==> src/hdl/consistent_hash_ring_lookup_macros.svh <==
// assertion macros for the consistent hash ring lookup block
`ifndef CONSISTENT_HASH_RING_LOOKUP_MACROS_SVH
`define CONSISTENT_HASH_RING_LOOKUP_MACROS_SVH

// same-cycle implication, clocked on clock, off during reset
`define CHRL_ASSERT_IMP(name, ante, cons, msg) \
   name: assert property (@(posedge clock) disable iff (reset) (ante) |-> (cons)) \
      else $error(msg);

// next-cycle implication, clocked on clock, off during reset
`define CHRL_ASSERT_NXT(name, ante, cons, msg) \
   name: assert property (@(posedge clock) disable iff (reset) (ante) |=> (cons)) \
      else $error(msg);

`endif

==> src/hdl/chrl_pkg.sv <==
// shared types, constants and codes for the consistent hash ring lookup block
package chrl_pkg;

   localparam int MAX_NODES       = 64;
   localparam int VNODES_PER_NODE = 4;
   localparam int MAX_POINTS      = MAX_NODES * VNODES_PER_NODE;
   localparam int IDX_W           = $clog2(MAX_POINTS);
   localparam int CNT_W           = $clog2(MAX_POINTS + 1);

   localparam int HASH_W = 64;
   localparam int NODE_W = 6;
   localparam int STAT_W = 3;

   localparam logic [HASH_W-1:0] FNV_BASIS     = 64'hcbf29ce484222325;
   localparam logic [8:0]        FNV_PRIME_LOW = 9'h1b3;
   localparam int                FNV_PRIME_SHL = 40;

   localparam int Q_DEPTH = 2;
   localparam int Q_PTR_W = $clog2(Q_DEPTH);
   localparam int Q_CNT_W = $clog2(Q_DEPTH + 1);

   localparam logic OP_LOAD = 1'b0;
   localparam logic OP_KEY  = 1'b1;

   localparam logic [STAT_W-1:0] STATUS_FOUND    = 3'd0;
   localparam logic [STAT_W-1:0] STATUS_EMPTY    = 3'd1;
   localparam logic [STAT_W-1:0] STATUS_INSERTED = 3'd2;
   localparam logic [STAT_W-1:0] STATUS_REPLACED = 3'd3;
   localparam logic [STAT_W-1:0] STATUS_FULL     = 3'd4;

   typedef struct packed {
      logic              operation;
      logic [HASH_W-1:0] hash;
      logic [NODE_W-1:0] node;
   } cmd_type;

   typedef enum logic [3:0] {
      ST_IDLE = 4'b0001,
      ST_SCAN = 4'b0010,
      ST_LAST = 4'b0100,
      ST_FIN  = 4'b1000
   } back_state_type;

endpackage

==> src/hdl/chrl_front.sv <==
// front end: accepts items, hashes key bytes and queues loads and lookups
module chrl_front
   import chrl_pkg::*;
(
   input  logic              clock,
   input  logic              reset,
   input  logic              req_valid,
   output logic              req_stall,
   input  logic              req_operation,
   input  logic [7:0]        req_key_byte,
   input  logic              req_last,
   input  logic [HASH_W-1:0] req_point_hash,
   input  logic [NODE_W-1:0] req_point_node,
   output logic              q_push,
   output cmd_type           q_data,
   input  logic              q_full
);

   logic [HASH_W-1:0] hash_acc_ff;
   logic [HASH_W-1:0] hash_acc_in;
   logic [HASH_W-1:0] mixed;
   logic [HASH_W-1:0] product;
   logic              accept;

   assign req_stall = q_full;
   assign accept    = req_valid && !q_full;

   // multiply by the fnv prime: 2^40 plus a small constant
   assign mixed   = hash_acc_ff ^ {{(HASH_W-8){1'b0}}, req_key_byte};
   assign product = (mixed << FNV_PRIME_SHL) + (mixed * HASH_W'(FNV_PRIME_LOW));

   always_comb begin
      hash_acc_in = hash_acc_ff;
      if (accept && req_operation == OP_KEY) begin
         hash_acc_in = req_last ? FNV_BASIS : product;
      end
   end

   always_ff @(posedge clock) begin
      if (reset) begin
         hash_acc_ff <= FNV_BASIS;
      end else begin
         hash_acc_ff <= hash_acc_in;
      end
   end

   assign q_push         = accept && (req_operation == OP_LOAD || req_last);
   assign q_data.operation = req_operation;
   assign q_data.hash    = (req_operation == OP_LOAD) ? req_point_hash : product;
   assign q_data.node    = req_point_node;

endmodule

==> config.mk <==
export PLATFORM = sky130hd
export DESIGN_NAME = chrl_front
export DESIGN_NICKNAME = d
export VERILOG_FILES = /design/src/hdl/consistent_hash_ring_lookup_macros.svh /design/src/hdl/chrl_pkg.sv /design/src/hdl/chrl_front.sv
export SDC_FILE = /design/constraint.sdc
export NUM_CORES = 1
export LEC_CHECK = 0
export BUFFER_PORTS_ARGS = -buffer_cell sky130_fd_sc_hd__buf_2
export CORE_ASPECT_RATIO = 0.5
export CORE_UTILIZATION = 60
export DETAILED_ROUTE_END_ITERATION = 12
export PLACE_DENSITY = 0.79
export SKIP_LAST_GASP = 1
export SYNTH_ARGS = -nofsm -noshare
export SYNTH_HDL_FRONTEND = slang
export SYNTH_SLANG_ARGS = --single-unit
==> constraint.sdc <==
create_clock -name clock -period 11 [get_ports clock]
set_clock_uncertainty 0.15 [all_clocks]
set_input_delay 1.65 -clock clock [delete_from_list [all_inputs] [get_ports clock]]
set_output_delay 1.65 -clock clock [all_outputs]
set_load 0.02 [all_outputs]
==> results.yml <==
floorplanning:
  die_w_um: 226
  die_h_um: 114
  fp.dieArea_sq_mm: 0.0258
  start_util_pct: 62.0
  ios: 157
  core-area_sq_mm: 0.0243
  rows: 40
critical_path:
  slowest_delay_ns: 0.56
  cp.arrival_ns: 7.58
  critPathKind: "primary input to primary output"
  crit_slowest_cell: "o31ai_1"
  start_kind: "primary input"
  path_depth: 21
  cpLargestDelayFamily: "adder cells"
  critPathBufInv: 3
  path_cells: "buf_2 -> xnor2_1 -> inv_1 -> ha_1 -> xor2_1 -> ha_1 -> or2_2 -> fa_1 -> fa_1 -> ha_1 -> ha_1 -> o211ai_1 -> a21oi_1 -> o22ai_1 -> o211ai_2 -> a31oi_4 -> o31ai_1 -> a21oi_1 -> xnor2_1 -> mux2_2 -> buf_2"
  cp-end-kind: "primary output"
  rr_worst_depth: 19
  cpMostUsedCell: "ha_1"
  path_max_fanout: 6
  worst-endpoint-required_ns: 9.20
global_route:
  grtUsageTotal_pct: 35.0
  grt_pass1_wl_mm: 67.2
  grt_pass1_vias: 12100
  grt_start_max_net_pins: 68
  grt_antenna_before_repair: 0
  grt-ovfl-total: 0
sta:
  slew_viol_final: 0
  setup_viol: 0
  fmax_mhz: 107
  period_share_pct: 85.3
  fin_setup_tns_ns: 0
  period_needed_ns: 9.38
  hold_viol: 0
  worstMarginPinSlew_ns: 1.22
  holdWs_ns: 0.381
  rsz0062_at_grt: "no"
  relSlewSlack_pct: 18.7
clock_tree:
  cts_resized: 0
  clkSinkCount: 64
  clk_latency_ns: 0.36
  hold_buffers: 0
  htreeDepth: 3
  root_buffer: "clkbuf_16"
  clockBufferDepth: 2
  post_cts_buffers: 0
  cts_buffers: 9
  clk_pin_slew_worst_paths_ns: 0.06
  tritoncts: "done"
yosys:
  synth.top_cell.area_share_pct: 27.9
  synth-seq-area-share_pct: 8.50
  synth-main-ff-cell: "dfxtp_1"
  synth_edf_count: 0
  yosysTopAreaCell: "fa_1"
  yosysWarnings: 0
  synth_cells: 1710
  synthArstFlopShare_pct: 0
  syn_area_sq_mm: 0.0151
  synth-seq-cells: 64
  ys_top_cells_by_area: "fa_1 (28%), ha_1 (16%), inv_1 (11%), dfxtp_1 (8.5%), xnor2_1 (4.5%)"
  avgSynthCellArea_sq_um: 8.81
  synth_nets: 2200
  synth_cell_type_count: 79
detailed_routing:
  final_antenna_net_count: 0
  drt_iter0_drc: 1187
  drc_errors: 0
  viasPerCell: 5.72
  routedWlPerCell_um: 20.1
  wl_mm: 43.3
  vias: 12300
  drtPass1Iterations: 5
flow_run:
  maxCapViolCount: 0
finish:
  top_regs: "hash_acc_ff x64"
  syn_to_final_growth_pct: 8.21
  stdcell_area_sq_mm: 0.0163
  drive_gt1_share_pct: 14.4
  largest_register_ffs: 64
  fin_cells: 2152
  largest-register: "hash_acc_ff"
  nets: 2301
  diodes: 0
worst_hold_path:
  min_path_type: "register to register"
  hold_depth: 1
placed_design:
  hpwl_mm: 36.9
  dp_cells: 2136
  gp_congestion: 1.02
  place_area_sq_mm: 0.0160
  io_buffers: 144
status:
  outcome: "finished clean"
## worst paths after layout
kind,startpoint,end,slack (ns)
worst max-delay path,req_key_byte[1],q_data[65],1.62
worst min-delay path,hash_acc_ff[37],hash_acc_ff[37],0.38
worst max register to register,hash_acc_ff[1],hash_acc_ff[61],4.81
worst min register to register,hash_acc_ff[37],hash_acc_ff[37],0.38
## placed cells by master, fill, tap and decap left out, drive strengths merged, types with 3 or more instances in the layout
cell and count:
a2111oi 3, a211oi 8, a21boi 5, a21o 48, a21oi 77, a221oi 4
a22o 16, a22oi 21, a31oi 9, and2 6, and3 16, and4 3
buf 151, clkbuf 10, clkinv 3, dfxtp 64, fa 210, ha 196
inv 443, mux2 60, nand2 66, nand2b 19, nand3 10, nand4 11
nor2 69, nor2b 10, nor3 8, nor4 4, o211ai 5, o21a 6
o21ai 44, o21bai 8, o22a 14, o22ai 17, o31ai 6, or2 5
or3 3, xnor2 78, xor2 56
## per-stage QoR
step	setup slack, ns	utilization [%]
2_1_floorplan	2.60	-
5_1_grt	1.39	67.0
4_1_cts	1.72	67.0
3_5_place_dp	1.73	65.7
3_3_place_gp	1.88	65.7
6_report	1.62	67.0
## per-layer routing
metal | vias up | GRT usage [%] | part of all wire [%]
li1 | 5660 | - | -
met1 | 6028 | 50.8 | 46
met2 | 554 | 52.6 | 42
met3 | 57 | 9.24 | 10
met4 | 0 | 6.94 | 1.6
met5 | - | 0 | 0
## cells by family after synthesis
| family | Yosys count | synth area share [%] |
|---|---|---|
| buffers and inverters | 504 | 12.9 |
| adders and majority gates | 406 | 44.2 |
| AOI/OAI and AO/OA | 309 | 14.6 |
| and+or+nand+nor | 232 | 7.43 |
| xor gates and xnor gates | 134 | 7.79 |
| DFF | 64 | 8.50 |
| muxes | 61 | 4.57 |
## synth_stat cells (all sizes together) (4+ instances only)
cell / n
a211oi: 8
a21boi: 5
a21o: 48
a21oi: 77
a221oi: 4
a22o: 16
a22oi: 21
a31oi: 9
and2: 6
and3: 16
buf: 18
clkbuf: 43
dfxtp: 64
fa: 210
ha: 196
inv: 443
mux2: 60
nand2: 66
nand2b: 19
nand3: 10
nand4: 11
nor2: 69
nor2b: 10
nor3: 8
nor4: 4
o211ai: 5
o21a: 6
o21ai: 44
o21bai: 8
o22a: 14
o22ai: 17
o31ai: 6
or2: 5
xnor2: 78
xor2: 56
## layout make-up
| type | count | area, sq um |
|---|---|---|
| Sequential cell | 64 | 1280 |
| Multi-Input combinational cell | 1142 | 11800 |
| Clock buffer | 10 | 239 |
| Timing Repair Buffer | 151 | 776 |
| Clock inverter | 6 | 82.6 |
| Tap cell | 336 | 420 |
| Inverter | 443 | 1660 |
| Fill cell | 2029 | 8020 |
Power is not shown: default switching activity piles up to over one toggle a cycle in this logic, so the estimate is an artifact.
