==> config.mk <==
export PLATFORM = sky130hd
export DESIGN_NAME = chrl_queue
export DESIGN_NICKNAME = d
export VERILOG_FILES = /design/src/hdl/consistent_hash_ring_lookup_macros.svh /design/src/hdl/chrl_pkg.sv /design/src/hdl/chrl_queue.sv
export SDC_FILE = /design/constraint.sdc
export NUM_CORES = 1
export LEC_CHECK = 0
export BUFFER_PORTS_ARGS = -buffer_cell sky130_fd_sc_hd__buf_4
export CAP_MARGIN = 40
export CORE_MARGIN = 1.5
export CORE_UTILIZATION = 40
export DETAILED_ROUTE_END_ITERATION = 8
export GPL_TIMING_DRIVEN = 1
export HOLD_SLACK_MARGIN = 0.05
export REMOVE_ABC_BUFFERS = 1
export SYNTH_ARGS = -nofsm -noshare
export SYNTH_HDL_FRONTEND = slang
export SYNTH_SLANG_ARGS = --single-unit
==> constraint.sdc <==
create_clock -name clock -period 4.3 [get_ports clock]
set_input_delay 0.86 -clock clock [delete_from_list [all_inputs] [get_ports clock]]
set_output_delay 0.86 -clock clock [all_outputs]
set_load 0.01 [all_outputs]
==> src/hdl/consistent_hash_ring_lookup_macros.svh <==
// assertion macros for the consistent hash ring lookup block
`ifndef CONSISTENT_HASH_RING_LOOKUP_MACROS_SVH
`define CONSISTENT_HASH_RING_LOOKUP_MACROS_SVH

// same-cycle implication, clocked on clock, off during reset
`define CHRL_ASSERT_IMP(name, ante, cons, msg) \
   name: assert property (@(posedge clock) disable iff (reset) (ante) |-> (cons)) \
      else $error(msg);

// next-cycle implication, clocked on clock, off during reset
`define CHRL_ASSERT_NXT(name, ante, cons, msg) \
   name: assert property (@(posedge clock) disable iff (reset) (ante) |=> (cons)) \
      else $error(msg);

`endif

==> src/hdl/chrl_pkg.sv <==
// shared types, constants and codes for the consistent hash ring lookup block
package chrl_pkg;

   localparam int MAX_NODES       = 64;
   localparam int VNODES_PER_NODE = 4;
   localparam int MAX_POINTS      = MAX_NODES * VNODES_PER_NODE;
   localparam int IDX_W           = $clog2(MAX_POINTS);
   localparam int CNT_W           = $clog2(MAX_POINTS + 1);

   localparam int HASH_W = 64;
   localparam int NODE_W = 6;
   localparam int STAT_W = 3;

   localparam logic [HASH_W-1:0] FNV_BASIS     = 64'hcbf29ce484222325;
   localparam logic [8:0]        FNV_PRIME_LOW = 9'h1b3;
   localparam int                FNV_PRIME_SHL = 40;

   localparam int Q_DEPTH = 2;
   localparam int Q_PTR_W = $clog2(Q_DEPTH);
   localparam int Q_CNT_W = $clog2(Q_DEPTH + 1);

   localparam logic OP_LOAD = 1'b0;
   localparam logic OP_KEY  = 1'b1;

   localparam logic [STAT_W-1:0] STATUS_FOUND    = 3'd0;
   localparam logic [STAT_W-1:0] STATUS_EMPTY    = 3'd1;
   localparam logic [STAT_W-1:0] STATUS_INSERTED = 3'd2;
   localparam logic [STAT_W-1:0] STATUS_REPLACED = 3'd3;
   localparam logic [STAT_W-1:0] STATUS_FULL     = 3'd4;

   typedef struct packed {
      logic              operation;
      logic [HASH_W-1:0] hash;
      logic [NODE_W-1:0] node;
   } cmd_type;

   typedef enum logic [3:0] {
      ST_IDLE = 4'b0001,
      ST_SCAN = 4'b0010,
      ST_LAST = 4'b0100,
      ST_FIN  = 4'b1000
   } back_state_type;

endpackage

==> src/hdl/chrl_queue.sv <==
// short command queue between the front end and the ring engine
module chrl_queue
   import chrl_pkg::*;
(
   input  logic    clock,
   input  logic    reset,
   input  logic    push,
   input  cmd_type push_data,
   output logic    full,
   output logic    valid,
   input  logic    pop,
   output cmd_type pop_data
);

   cmd_type              entry_ff [Q_DEPTH];
   logic [Q_PTR_W-1:0]   wr_ptr_ff;
   logic [Q_PTR_W-1:0]   wr_ptr_in;
   logic [Q_PTR_W-1:0]   rd_ptr_ff;
   logic [Q_PTR_W-1:0]   rd_ptr_in;
   logic [Q_CNT_W-1:0]   cnt_ff;
   logic [Q_CNT_W-1:0]   cnt_in;
   logic                 do_push;
   logic                 do_pop;

   assign full     = (cnt_ff == Q_CNT_W'(Q_DEPTH));
   assign valid    = (cnt_ff != '0);
   assign do_push  = push && !full;
   assign do_pop   = pop && valid;
   assign pop_data = entry_ff[rd_ptr_ff];

   always_comb begin
      wr_ptr_in = do_push ? wr_ptr_ff + 1'b1 : wr_ptr_ff;
      rd_ptr_in = do_pop ? rd_ptr_ff + 1'b1 : rd_ptr_ff;
      cnt_in    = cnt_ff;
      if (do_push && !do_pop) begin
         cnt_in = cnt_ff + 1'b1;
      end else if (do_pop && !do_push) begin
         cnt_in = cnt_ff - 1'b1;
      end
   end

   always_ff @(posedge clock) begin
      if (do_push) begin
         entry_ff[wr_ptr_ff] <= push_data;
      end
   end

   always_ff @(posedge clock) begin
      if (reset) begin
         wr_ptr_ff <= '0;
         rd_ptr_ff <= '0;
         cnt_ff    <= '0;
      end else begin
         wr_ptr_ff <= wr_ptr_in;
         rd_ptr_ff <= rd_ptr_in;
         cnt_ff    <= cnt_in;
      end
   end

endmodule

==> metrics.md <==
| Metric | Value |
|---|---|
| YS warnings | 0 |
| TritonCTS clock tree | yes |
| Total core area | 13140 um2 |
| Worst Max-Slew Pin Slew | 449.1 ps |
| Sequential share of the synthesized area | 81.82% |
| CP Max Fanout | 43 |
| CTS Buffer Depth | 2 |
| Hold-fix buffers at CTS | 0 |
| Clk slew on worst S/H paths | 50 ps |
| Synthesis-to-finish area growth | 34.86% |
| WL per Instance | 16.14 um |
| Vias in the first global route | 2907 |
| Startpoint Class | flop |
| Period utilization | 63.50% |
| Number of max-cap violations | 0 |
| First-pass GRT wire length | 14.91 mm |
| Flops & latches, synth | 147 |
| WL final | 9.619 mm |
| Final setup TNS | 0 ps |
| Antenna Violating Nets Remaining | 0 |
| Worst Setup End Kind | primary output |
| Post-route minimum period | 2730 ps |
| Cell leakage power | 2.678 nW |
| Post-route DRC | 0 |
| Top-area cell type share of the netlist area | 79.94% |
| Arr. time, crit path | 1870 ps |
| Worst Hold Class | reg2reg |
| Initial antenna violation count | 0 |
| Largest net degree at the start of global routing | 44 |
| Final core occ | 54.75% |
| Final Hold Viols | 0 |
| Most common cell after layout, fill and taps aside | buf_4 |
| Yosys top cell by area | edfxtp_1 |
| Fillers | 1105 |
| Worst setup path category | reg2out |
| Max Transition Viols Final | 0 |
| Worst vdd ir | 290.9 uV |
| Final GP Congestion | 0.6689 |
| Initial drt markers | 126 |
| Die Y | 118.5 um |
| CTS buffer count | 17 |
| Unrepaired setup endpoints after global routing | false |
| Row count | 42 |
| Die area | 14040 um2 |
| GRT Util Overall | 14.48% |
| Cell Area, Placed | 6685 um2 |
| Postcts setup bufs | 0 |
| Htree depth | 4 |
| Overflow after GRT | 0 |
| Mapped Avg Cell Area | 21.68 um2 |
| Clock latency at the later pin of the worst-skew pair | 410 ps |
| Effective utilization at floorplan | 40.60% |
| Setup violators final | 0 |
| Fmax | 0.3662 GHz |
| Share of layout cells above drive strength 1 | 59.05% |
| Net count, final | 484 |
| Post-Synthesis Cell Area | 5334 um2 |
| 1st-pass router iterations | 5 |
| Post-Syn Instances | 246 |
| Worst endpoint required time | 3440 ps |
| Clk sinks | 147 |
| Placed Instances | 565 |
| Port Buffers | 147 |
| Most frequent cells in the layout | 149 x buf_4, 142 x edfxtp_1, 71 x mux2_2, 17 x clkbuf_16, 6 x clkinv_1 |
| Pwr dens | 590.3 nW/um2 |
| Die Wd | 118.5 um |
| Cell area after layout | 7193 um2 |
| Synth area leaders | edfxtp_1 80%, mux2_2 15%, dfxtp_1 1.9% |
| I/O pins | 148 |
| Status | finished clean |
| Clock skew | 8.126 ps |
| Dpl hpwl | 6.197 mm |
| Post-Layout Cell Count | 596 |
| Relative slew margins | 70.06% |
| Root Buffer | clkbuf_16 |
| Netlist cell types | 15 |
| Post-CTS sizing | 0 |
| Via count | 2726 |
| Avg Vias per Cell | 4.574 |
| Diode count | 0 |
[final cells by class]
class	count	area, um2	area share (%)
Sequential cell	147	4368	60.72
Multi-Input combinational cell	89	914.6	12.72
Clock inverter	10	67.56	0.9393
Clock buffer	21	440.4	6.123
Timing Repair Buffer	151	1174	16.32
Inverter	2	8.758	0.1218
Tap cell	176	220.2	3.061
[kinds of logic (layout without fill, tap and decap cells)]
family | Yosys count | after routing | synth area share (%)
DFF | 147 | 147 | 81.82
muxes | 71 | 71 | 14.99
adders and majority gates | 1 | 1 | 0.2345
buffers and inverters | 10 | 184 | 1.079
AOI/OAI and AO/OA | 5 | 5 | 0.4691
and+or+nand+nor | 9 | 9 | 0.9149
xor gates and xnor gates | 3 | 3 | 0.4927
[cells in the mapped netlist]
cell type / n
a21oi_1: 2
and2_1: 1
buf_2: 4
buf_4: 4
dfxtp_1: 5
edfxtp_1: 142
ha_1: 1
inv_1: 2
mux2_2: 71
nor2_1: 4
nor2b_2: 1
o21ai_0: 3
or2_2: 1
or3_1: 2
xor2_1: 3
[through the flow]
step	setup slack, ps	hold slack, ps	power, mW
2_1_floorplan	1150	451.6	2.478
3_3_place_gp	1793	469.0	2.987
3_5_place_dp	1802	494.6	3.022
4_1_cts	1493	506.7	4.318
5_1_grt	1460	527.1	4.450
6_report	1570	507.5	4.246
[where the power goes]
part / switching (mW) / total, mW / internal, mW
sequential: 0.0845 / 1.89 / 1.80
clock: 0.505 / 1.28 / 0.775
combinational: 0.488 / 1.08 / 0.591
total: 1.08 / 4.25 / 3.17
[worst paths after layout]
| path | start | end | slack (ps) | depth (start not counted) |
|---|---|---|---|---|
| setup reg to reg | cnt_ff[0]$_SDFFE_PP0P_ | entry_ff[0][1]$_DFFE_PP_ | 2360 | 4 |
| hold reg to reg | cnt_ff[1]$_SDFFE_PP0P_ | cnt_ff[1]$_SDFFE_PP0P_ | 510 | 2 |
| hold / removal | cnt_ff[1]$_SDFFE_PP0P_ | cnt_ff[1]$_SDFFE_PP0P_ | 510 | 2 |
| setup / recovery | flop | pop_data[64] | 1570 | 3 |
[registers in the layout (all words and copies together) (netlist names), named ones only]
| register | flops |
|---|---|
| wr_ptr_ff | 1 |
| rd_ptr_ff | 1 |
| entry_ff | 142 |
| cnt_ff | 2 |
[routing by layer]
| layer | part of all wire, % | wire length, um | global-route usage [%] |
|---|---|---|---|
| met4 | 1.9 | 187 | 7.681 |
| met5 | 0 | 0 | 0 |
| met2 | 48 | 4598 | 21.91 |
| met1 | 42 | 4021 | 17.55 |
| met3 | 8.4 | 811 | 6.322 |
[worst max-delay path, stage by stage, from the launching register on]
cell     delay (ps)
dfxtp_4         620
buf_16          300
mux2_2          380
buf_4           140
Note: power is estimated with default switching activity, not from simulation.
